### src/design/tbba_pkg.sv
// Shared types, widths and codes for the token-budget batch admission block.
package tbba_pkg;

    // Sizing
    localparam int MAX_BATCH  = 256;
    localparam int TOKEN_BITS = 16;
    localparam int CNT_W      = 9;
    localparam int ADDR_W     = 4;
    localparam int DATA_W     = 32;

    // Item actions
    localparam logic ACT_START = 1'b0;
    localparam logic ACT_OFFER = 1'b1;

    // Request phases
    localparam logic [1:0] PH_WAITING = 2'd0;
    localparam logic [1:0] PH_PREFILL = 2'd1;
    localparam logic [1:0] PH_DECODE  = 2'd2;
    localparam logic [1:0] PH_OTHER   = 2'd3;

    // Register indexes (word address)
    localparam logic [1:0] REG_BATCH_LIMIT  = 2'd0;
    localparam logic [1:0] REG_TOKEN_LIMIT  = 2'd1;
    localparam logic [1:0] REG_SPLIT_ENABLE = 2'd2;
    localparam logic [1:0] REG_CHUNK_SIZE   = 2'd3;

    // Reset values of the registers
    localparam logic [CNT_W-1:0]      BATCH_LIMIT_RST = CNT_W'(16);
    localparam logic [TOKEN_BITS-1:0] TOKEN_LIMIT_RST = TOKEN_BITS'(2048);
    localparam logic [TOKEN_BITS-1:0] CHUNK_SIZE_RST  = TOKEN_BITS'(512);

    typedef struct packed {
        logic [CNT_W-1:0]      batch_limit;
        logic [TOKEN_BITS-1:0] token_limit;
        logic                  split_enable;
        logic [TOKEN_BITS-1:0] chunk_size;
    } cfg_t;

    typedef struct packed {
        logic [CNT_W-1:0]      count;
        logic [TOKEN_BITS-1:0] tokens;
        logic [CNT_W-1:0]      prefill;
        logic [CNT_W-1:0]      decode;
        logic                  closed;
    } batch_t;

    typedef struct packed {
        logic       admitted;
        logic       requeue;
        logic [1:0] new_phase;
    } decide_t;

endpackage

### src/design/tbba_admit.sv
// Admission decision: token cost of one request and the updated batch totals.
module tbba_admit import tbba_pkg::*;
(
    input  cfg_t                  cfg,
    input  batch_t                batch,
    input  logic                  action,
    input  logic                  from_pending,
    input  logic [1:0]            phase,
    input  logic [TOKEN_BITS-1:0] prompt_tokens,
    input  logic [TOKEN_BITS-1:0] done_tokens,
    output batch_t                batch_next,
    output decide_t               decide
);

    logic [TOKEN_BITS-1:0] remain;
    logic [TOKEN_BITS-1:0] chunked;
    logic [TOKEN_BITS-1:0] cost;
    logic [TOKEN_BITS:0]   sum;
    logic                  room;
    logic                  fits;

    // Remaining prompt tokens, clamped at zero, optionally capped at a chunk
    assign remain  = (prompt_tokens > done_tokens) ? (prompt_tokens - done_tokens) : '0;
    assign chunked = (cfg.split_enable && (remain > cfg.chunk_size)) ? cfg.chunk_size : remain;

    always_comb
    begin
        case (phase)
            PH_WAITING, PH_PREFILL: cost = chunked;
            PH_DECODE:              cost = TOKEN_BITS'(1);
            default:                cost = '0;
        endcase
    end

    // Count limit is further capped by the batch array size
    assign room = (32'(batch.count) < 32'(cfg.batch_limit)) && (32'(batch.count) < MAX_BATCH);
    assign sum  = {1'b0, batch.tokens} + {1'b0, cost};
    assign fits = room && (sum <= {1'b0, cfg.token_limit});

    // Batch update
    always_comb
    begin
        batch_next         = batch;
        decide.admitted    = 1'b0;
        decide.requeue     = 1'b0;
        decide.new_phase   = phase;
        if (action == ACT_START)
        begin
            batch_next = '0;
        end
        else if (!(from_pending && batch.closed))
        begin
            if (fits)
            begin
                decide.admitted   = 1'b1;
                batch_next.count  = batch.count + CNT_W'(1);
                batch_next.tokens = sum[TOKEN_BITS-1:0];
                if ((phase == PH_PREFILL) || ((phase == PH_WAITING) && from_pending))
                begin
                    batch_next.prefill = batch.prefill + CNT_W'(1);
                    decide.new_phase   = PH_PREFILL;
                end
                else if (phase == PH_DECODE)
                begin
                    batch_next.decode = batch.decode + CNT_W'(1);
                end
            end
            else if (from_pending)
            begin
                decide.requeue    = 1'b1;
                batch_next.closed = 1'b1;
            end
        end
    end

endmodule

### src/design/token_budget_batch_admission.sv
// Top level of the token-budget batch admission block: registers, state and result stage.
//
// Each item (a start or an offered request) is decided in the cycle it is accepted and its
// result appears in the output register on the next cycle, so the block takes one item per
// clock. The only thing that holds input back is the single result register: a new item is
// taken whenever that register is empty or its result is being taken in the same cycle.
// Batch totals live in flip-flops, and the cost, limit compare and accumulate for one
// request form one short combinational step. Configuration goes through an APB-style port
// with registers at byte offsets 0x0 batch_limit, 0x4 token_limit, 0x8 split_enable and
// 0xC chunk_size; write them only while no item is in flight.
module token_budget_batch_admission import tbba_pkg::*;
(
    input  logic                  clk,
    input  logic                  rst_n,
    // APB configuration port
    input  logic                  psel,
    input  logic                  penable,
    input  logic                  pwrite,
    input  logic [ADDR_W-1:0]     paddr,
    input  logic [DATA_W-1:0]     pwdata,
    output logic [DATA_W-1:0]     prdata,
    output logic                  pready,
    // Input channel
    input  logic                  in_valid,
    output logic                  in_ready,
    input  logic                  action,
    input  logic                  from_pending,
    input  logic [1:0]            phase,
    input  logic [TOKEN_BITS-1:0] prompt_tokens,
    input  logic [TOKEN_BITS-1:0] done_tokens,
    input  logic [TOKEN_BITS-1:0] request_tag,
    // Result channel
    output logic                  out_valid,
    input  logic                  out_ready,
    output logic [TOKEN_BITS-1:0] tag_out,
    output logic                  admitted,
    output logic                  requeue,
    output logic [1:0]            new_phase,
    output logic                  pending_closed,
    output logic [CNT_W-1:0]      batch_count,
    output logic [TOKEN_BITS-1:0] batch_tokens,
    output logic [CNT_W-1:0]      prefill_count,
    output logic [CNT_W-1:0]      decode_count
);

    cfg_t                  cfg_reg;
    batch_t                batch_reg;
    batch_t                batch_next;
    decide_t               decide;
    logic                  out_valid_reg;
    logic                  out_valid_next;
    decide_t               res_decide_reg;
    batch_t                res_batch_reg;
    logic [TOKEN_BITS-1:0] res_tag_reg;
    logic                  accept;
    logic                  cfg_write;

    // Configuration writes
    assign pready    = 1'b1;
    assign cfg_write = psel && penable && pwrite && pready;

    always_ff @(posedge clk or negedge rst_n)
    begin
        if (!rst_n)
        begin
            cfg_reg.batch_limit  <= BATCH_LIMIT_RST;
            cfg_reg.token_limit  <= TOKEN_LIMIT_RST;
            cfg_reg.split_enable <= 1'b0;
            cfg_reg.chunk_size   <= CHUNK_SIZE_RST;
        end
        else if (cfg_write)
        begin
            case (paddr[3:2])
                REG_BATCH_LIMIT:  cfg_reg.batch_limit  <= pwdata[CNT_W-1:0];
                REG_TOKEN_LIMIT:  cfg_reg.token_limit  <= pwdata[TOKEN_BITS-1:0];
                REG_SPLIT_ENABLE: cfg_reg.split_enable <= pwdata[0];
                REG_CHUNK_SIZE:   cfg_reg.chunk_size   <= pwdata[TOKEN_BITS-1:0];
                default:          ;
            endcase
        end
    end

    // Register readback
    always_comb
    begin
        case (paddr[3:2])
            REG_BATCH_LIMIT:  prdata = DATA_W'(cfg_reg.batch_limit);
            REG_TOKEN_LIMIT:  prdata = DATA_W'(cfg_reg.token_limit);
            REG_SPLIT_ENABLE: prdata = DATA_W'(cfg_reg.split_enable);
            REG_CHUNK_SIZE:   prdata = DATA_W'(cfg_reg.chunk_size);
            default:          prdata = '0;
        endcase
    end

    // Handshake: take an item whenever the result register is free or draining
    assign in_ready       = !out_valid_reg || out_ready;
    assign accept         = in_valid && in_ready;
    assign out_valid_next = accept ? 1'b1 : (out_ready ? 1'b0 : out_valid_reg);

    tbba_admit u_admit
    (
        .cfg           (cfg_reg),
        .batch         (batch_reg),
        .action        (action),
        .from_pending  (from_pending),
        .phase         (phase),
        .prompt_tokens (prompt_tokens),
        .done_tokens   (done_tokens),
        .batch_next    (batch_next),
        .decide        (decide)
    );

    // Batch state and result valid
    always_ff @(posedge clk or negedge rst_n)
    begin
        if (!rst_n)
        begin
            batch_reg     <= '0;
            out_valid_reg <= 1'b0;
        end
        else
        begin
            out_valid_reg <= out_valid_next;
            if (accept)
            begin
                batch_reg <= batch_next;
            end
        end
    end

    // Result payload
    always_ff @(posedge clk)
    begin
        if (accept)
        begin
            res_decide_reg <= decide;
            res_batch_reg  <= batch_next;
            res_tag_reg    <= request_tag;
        end
    end

    assign out_valid      = out_valid_reg;
    assign tag_out        = res_tag_reg;
    assign admitted       = res_decide_reg.admitted;
    assign requeue        = res_decide_reg.requeue;
    assign new_phase      = res_decide_reg.new_phase;
    assign pending_closed = res_batch_reg.closed;
    assign batch_count    = res_batch_reg.count;
    assign batch_tokens   = res_batch_reg.tokens;
    assign prefill_count  = res_batch_reg.prefill;
    assign decode_count   = res_batch_reg.decode;

endmodule
### config.mk
export PLATFORM = sky130hd
export DESIGN_NAME = token_budget_batch_admission
export DESIGN_NICKNAME = d
export VERILOG_FILES = /design/src/design/tbba_pkg.sv /design/src/design/tbba_admit.sv /design/src/design/token_budget_batch_admission.sv
export SDC_FILE = /design/constraint.sdc
export NUM_CORES = 1
export LEC_CHECK = 0
export ABC_AREA = 1
export BUFFER_PORTS_ARGS = -buffer_cell sky130_fd_sc_hd__buf_2
export CELL_PAD_IN_SITES_DETAIL_PLACEMENT = 0
export CELL_PAD_IN_SITES_GLOBAL_PLACEMENT = 1
export CORE_MARGIN = 3
export CORE_UTILIZATION = 44
export DETAILED_ROUTE_END_ITERATION = 8
export GPL_TIMING_DRIVEN = 0
export PLACE_DENSITY = 0.95
export RECOVER_POWER = 25
export SYNTH_ARGS = -nofsm -noshare
export SYNTH_HDL_FRONTEND = slang
export SYNTH_SLANG_ARGS = --single-unit
### constraint.sdc
create_clock -name clk -period 9.6 [get_ports clk]
set_input_delay 0.48 -clock clk [delete_from_list [all_inputs] [get_ports clk]]
set_output_delay 0.48 -clock clk [all_outputs]
set_load 0.03 [all_outputs]
==> run_results.csv, run 1 <==
group,metric,value,unit
run_status,status,"finished, violations left",
run_status,violations,"capacitance limit, slew limit",
critical_path,critPathLaunch,"prompt_tokens[0]",
hold_path,hold_class,"in -> reg",
pwr,peakVddDrop,0.140,mV
sta,rsz0062_at_grt,"false",
floorplanning,core_area,0.0220,mm2
clock_network,cts_resized,0,
clock_network,cts-root-buf,"clkbuf_16",
grt,grt_pass1_wl,44.5,mm
cells_and_area,final_area,0.0118,mm2
yosys,synthArstFlopShare,0.576,
sta,period_share,0.860,
clock_network,insertion_delay,430,ps
cells_and_area,largest_reg_flops,44,
yosys,netlist_area,0.00997,mm2
yosys,yosys.area.top_type_share,0.211,
yosys,synth-seq-area-share,0.412,
hold_path,hp-start,"request_tag[14]",
detailed_routing,viasPerCell,5.30,
critical_path,cp_common_cell,"nand2_1",
grt,grt_pass1_vias,8607,
yosys,ys_warn_count,0,
placed_design,post-dp-hpwl,21.7,mm
sta,finalSetupTns,0,ps
run,max-cap-violations,2,
sta,fin_skew,11.7,ps
yosys,synth_compound_area_frac,0.112,
critical_path,required,9770,ps
sta,timing.final.crit_period,8260,ps
floorplanning,start_util,0.452,
critical_path,crit_buf_inv,10,
cells_and_area,fin_util,0.534,
clock_network,htreeDepth,4,
yosys,synthFlopType,"dfrtp_1",
cells_and_area,fillCellCount,2112,
sta,worstMarginPinSlew,3200,ps
sta,final-setup-viol-count,0,
clock_network,cts_tree,"done",
floorplanning,rows,54,
critical_path,reg2reg_from,"cfg_reg[9]$_DFFE_PN1P_",
detailed_routing,remaining_drc_errors,0,
cells_and_area,area_growth,18.1,%
clock_network,cts_made_buffers,17,
critical_path,endpoint_kind,"flip-flop",
clock_network,cts.path.max_buffers,2,
grt,track_usage,0.229,
detailed_routing,routedWlPerCell,16.0,um
placed_design,dpl-instance-area,0.0112,mm2
yosys,synth_top_area_cell,"dfrtp_1",
sta,relSlewSlack,-1.13,
floorplanning,die_area,0.0245,mm2
yosys,synth.area.mux_share,0,
cells_and_area,diodes,0,
critical_path,crit_fanout,10,
critical_path,crit_arrival,8430,ps
critical_path,crit_type,"in -> reg",
yosys,synth_top_family_by_area,"simple AND/OR/NAND/NOR gates",
floorplanning,die_y,156,um
yosys,synth_cell_type_count,47,
placed_design,port_buffers,156,
yosys,syn_avg_cell_area,7.82,um2
yosys,synthAdderAreaFrac,0.0982,
floorplanning,chipWidth,156,um
sta,hold_violations,0,
grt,grt_overflow,0,
critical_path,slowest_delay,400,ps
yosys,netlist_instances,1275,
clock_network,clk_pin_slew,70,ps
critical_path,cpMaxStageDelayCell,"fa_1",
yosys,synth-xor-area-share,0.0272,
cells_and_area,layout-drive-gt1-share,0.153,
placed_design,routabilityCongestion,0.920,
grt,grt_start_max_net_pins,74,
yosys,synth_simple_gate_area_frac,0.245,
yosys,synth_area_leaders,"dfrtp_1, edfxtp_1, nand2_1",
detailed_routing,first_iter_violations,685,
cells_and_area,layout.nets,1639,
sta,slew_viol_final,90,
detailed_routing,wl,28.1,mm
detailed_routing,dr.pass1.iters,5,
yosys,synth_seq_cells,151,
yosys,synth_edf_count,64,
sta,max_clock_freq,0.121,GHz
yosys,yosysMostFrequentCell,"nand2_1",
critical_path,startpoint_type,"input pin",
pwr,power.density,271,mW/mm2
detailed_routing,vias,9331,
floorplanning,io_pins,194,
clock_network,clock_sinks,151,
grt,antenna_found_initial,0,
yosys,synthTopCellsByCount,"nand2_1, inv_1, o21ai_0, dfrtp_1, ha_1",
pwr,p_leak,6.08,nW
critical_path,critPathTopFamily,"simple AND/OR/NAND/NOR gates",
detailed_routing,drtAntennaViolNets,0,
sta,holdWs,216,ps
[per-layer routing]
layer / global-route usage / wire length, um / share of wire / up-vias
li1: - / - / - / 4580
met1: 0.333 / 13000 / 0.46 / 4365
met2: 0.351 / 12500 / 0.44 / 351
met3: 0.0426 / 2160 / 0.077 / 35
met4: 0.0654 / 497 / 0.018 / 0
met5: 0 / 0 / 0 / -
[final timing paths]
check                                             to  slack, ps  cells after the start
setup reg to reg            batch_count[1]$_DFFE_PP_       3010                     36
min in group asynchronous  batch_reg[23]$_DFFE_PN0P_       1070                      2
hold / removal                 tag_out[14]$_DFFE_PP_        220                      1
max in group asynchronous    cfg_reg[24]$_DFFE_PN0P_       4700                      3
hold reg to reg              cfg_reg[29]$_DFFE_PN0P_        490                      2
setup / recovery            batch_count[1]$_DFFE_PP_       1340                     50
[placed cells by master (no fill, tap or decap), drive strengths merged]
master / instances
nand4: 66
a21o: 2
nor2: 74
clkbuf: 55
clkinv: 6
o21ai: 98
inv: 198
dfrtp: 84
dlygate4sd3: 1
fa: 2
nor3: 13
and3: 26
o21bai: 5
edfxtp: 64
nand3b: 4
xnor2: 8
o211ai: 3
o22ai: 7
ha: 75
dfstp: 3
o21a: 2
a211oi: 2
buf: 181
conb: 17
bufinv: 1
a31oi: 2
o2111ai: 2
nand3: 30
a21boi: 4
o221ai: 9
nor4: 3
a221oi: 1
or2: 1
a21oi: 59
and2: 1
clkinvlp: 2
o221a: 1
xor2: 23
nand2: 345
[final cells by class]
cell class,instances,area (um2),area share
inverters,193,724,0.0616
multi-input cells,885,4870,0.414
well taps,280,350,0.0298
repair buffers,158,793,0.0674
clock buffers,18,439,0.0373
flip-flops and latches,151,4100,0.349
clock inverters,14,160,0.0136
plain buffers,61,325,0.0276
[cell families (layout without fill, tap and decap cells)]
kind of cell / after synthesis / count (layout)
xor gates and xnor gates: 31 / 31
and+or+nand+nor: 563 / 563
buffers and inverters: 254 / 444
DFF: 151 / 151
adders and majority gates: 77 / 77
other: 2 / 17
AOI/OAI and AO/OA: 197 / 197
[repair_timing]
| item | in CTS | in global routing |
|---|---|---|
| hold buffers | 1 | 0 |
| setup buffers | 0 | 0 |
| hold endpoints to repair | 4 | 0 |
| endpoints found under the setup margin | 0 | 0 |
[through the flow]
step,cells,total power [W],setup WS (ps)
detailed placement,1727,0.00250,1010
finish,1760,0.00319,1340
global placement,1726,0.00246,1040
floorplan,1290,0.00205,2570
CTS,1760,0.00319,1450
global route,1760,0.00345,628
[power breakdown]
part / switching, W / internal [W] / total, W
Sequential: 0.0000992 / 0.000849 / 0.000949
Combinational: 0.00106 / 0.000492 / 0.00156
Clock: 0.000309 / 0.000377 / 0.000686
No activity file was read; power rests on OpenSTA's default activity.
==> inputs of run 2 (changes only) <==
--- a/config.mk
+++ b/config.mk
@@ -10,10 +10,11 @@
 export CELL_PAD_IN_SITES_DETAIL_PLACEMENT = 0
 export CELL_PAD_IN_SITES_GLOBAL_PLACEMENT = 1
 export CORE_MARGIN = 3
-export CORE_UTILIZATION = 44
+export CORE_UTILIZATION = 30
 export DETAILED_ROUTE_END_ITERATION = 8
+export GPL_ROUTABILITY_DRIVEN = 0
 export GPL_TIMING_DRIVEN = 0
-export PLACE_DENSITY = 0.95
+export PLACE_DENSITY = 0.71
 export RECOVER_POWER = 25
 export SYNTH_ARGS = -nofsm -noshare
 export SYNTH_HDL_FRONTEND = slang
==> run 2 against run 1 <==
  * The flow still finishes with violations (capacitance limit, slew limit)
  * Setup slack worse by 120 ps
  * Clock skew rose by 5.5 ps
  * Maximum frequency shrank 1.5%
  * Clock power is 6.0% higher
  * Largest cell class unchanged
==> run_results.csv, run 2 (same netlist as run 1, synthesis figures left out) <==
group,metric,value,unit
hold_path,min_path_cells,1,
grt,track_usage,0.170,
cells_and_area,mostFrequentLayoutCells,"nand2_1, inv_1, buf_2",
clock_network,insertion_delay,440,ps
critical_path,startpoint_type,"input pin",
hold_path,hold_class,"in -> reg",
floorplanning,start_util,0.306,
grt,antenna_found_initial,0,
cells_and_area,final_common_cell,"nand2_1",
critical_path,crit_arrival,8550,ps
clock_network,clock_sinks,151,
sta,fin_skew,17.2,ps
critical_path,cpMaxStageDelayCell,"fa_1",
critical_path,crit_fanout,10,
cells_and_area,layout-drive-gt1-share,0.154,
sta,rsz0062_at_grt,"false",
run_status,violations,"capacitance limit, slew limit",
placed_design,dpl-instance-area,0.0114,mm2
sta,slew_viol_final,90,
detailed_routing,vias,9043,
cells_and_area,diodes,0,
cells_and_area,largest_reg_flops,44,
hold_path,min_to,"tag_out[12]$_DFFE_PP_",
detailed_routing,drtAntennaViolNets,0,
grt,grt_pass1_wl,47.6,mm
cells_and_area,final_area,0.0120,mm2
pwr,p_leak,6.09,nW
critical_path,critPathTopFamily,"simple AND/OR/NAND/NOR gates",
cells_and_area,layout.nets,1639,
sta,timing.final.crit_period,8380,ps
clock_network,clk_pin_slew,80,ps
cells_and_area,area_growth,20.5,%
critical_path,slowest_delay,400,ps
floorplanning,chipWidth,188,um
clock_network,htreeDepth,4,
grt,grt_pass1_vias,8715,
detailed_routing,viasPerCell,4.70,
sta,finalSetupTns,0,ps
placed_design,port_buffers,156,
clock_network,cts_made_buffers,17,
sta,period_share,0.873,
clock_network,postCtsSetupBuffers,0,
pwr,power.density,270,mW/mm2
critical_path,reg2reg_from,"cfg_reg[9]$_DFFE_PN1P_",
clock_network,cts.path.max_buffers,2,
cells_and_area,fin_util,0.368,
floorplanning,rows,66,
sta,final-setup-viol-count,0,
critical_path,crit_type,"in -> reg",
critical_path,crit_buf_inv,10,
run,max-cap-violations,2,
pwr,peakVddDrop,0.155,mV
critical_path,rr_worst_depth,36,
detailed_routing,routedWlPerCell,15.7,um
critical_path,r2r-end,"batch_tokens[14]$_DFFE_PP_",
critical_path,ff2ff_setup_slack,2780,ps
grt,grt_start_max_net_pins,53,
floorplanning,die_area,0.0354,mm2
clock_network,cts-root-buf,"clkbuf_16",
floorplanning,die_y,188,um
critical_path,endpoint_kind,"flip-flop",
critical_path,cp_common_cell,"nand2_1",
sta,worstMarginPinSlew,3060,ps
clock_network,cts_tree,"done",
hold_path,hp-start,"request_tag[12]",
critical_path,required,9760,ps
detailed_routing,dr.pass1.iters,5,
floorplanning,io_pins,194,
sta,max_clock_freq,0.119,GHz
run_status,status,"finished, violations left",
sta,hold_violations,0,
detailed_routing,remaining_drc_errors,0,
floorplanning,core_area,0.0326,mm2
detailed_routing,wl,30.3,mm
sta,relSlewSlack,-1.04,
clock_network,cts_hold_buf,0,
detailed_routing,first_iter_violations,608,
placed_design,post-dp-hpwl,23.6,mm
grt,grt_overflow,0,
clock_network,cts_resized,0,
[run 2: how the worst max path moves through the flow]
stage                          start                    endpoint  depth (start not counted)
detailed placement  prompt_tokens[0]  batch_tokens[14]$_DFFE_PP_                         50
floorplan           prompt_tokens[0]  batch_tokens[12]$_DFFE_PP_                         49
finish              prompt_tokens[0]  batch_tokens[14]$_DFFE_PP_                         50
global placement    prompt_tokens[0]  batch_tokens[14]$_DFFE_PP_                         50
global route        prompt_tokens[0]  batch_tokens[15]$_DFFE_PP_                         50
CTS                 prompt_tokens[0]  batch_tokens[14]$_DFFE_PP_                         50
[run 2: power breakdown]
group	leakage, nW	switching [W]	total [W]	internal (W)
combinational	4.04	0.00108	0.00157	0.000494
sequential	1.76	0.0000949	0.000944	0.000849
clock	0.297	0.000325	0.000727	0.000402
[run 2: per-stage QoR]
stage	setup WS [ps]	total power, W	hold slack, ps	instances
3_5_place_dp	821	0.00253	473	1890
2_1_floorplan	2570	0.00205	184	1290
6_report	1220	0.00324	215	1922
4_1_cts	1240	0.00326	48.9	1922
3_3_place_gp	870	0.00250	468	1888
5_1_grt	513	0.00351	195	1922
[run 2: metal layers]
layer,track usage,wire length [um],vias to the layer above
met5,0,0,-
met4,0.0398,452,0
met1,0.248,14900,4165
met2,0.265,13200,263
met3,0.0277,1660,28
li1,-,-,4587
[run 2: final cells by class]
class | count | area, um2
Fill cell | 3454 | 20600
Multi-Input combinational cell | 885 | 4870
Sequential cell | 151 | 4100
Timing Repair Buffer | 158 | 811
Inverter | 193 | 724
Tap cell | 442 | 553
Clock buffer | 18 | 439
Buffer | 61 | 325
Clock inverter | 14 | 183
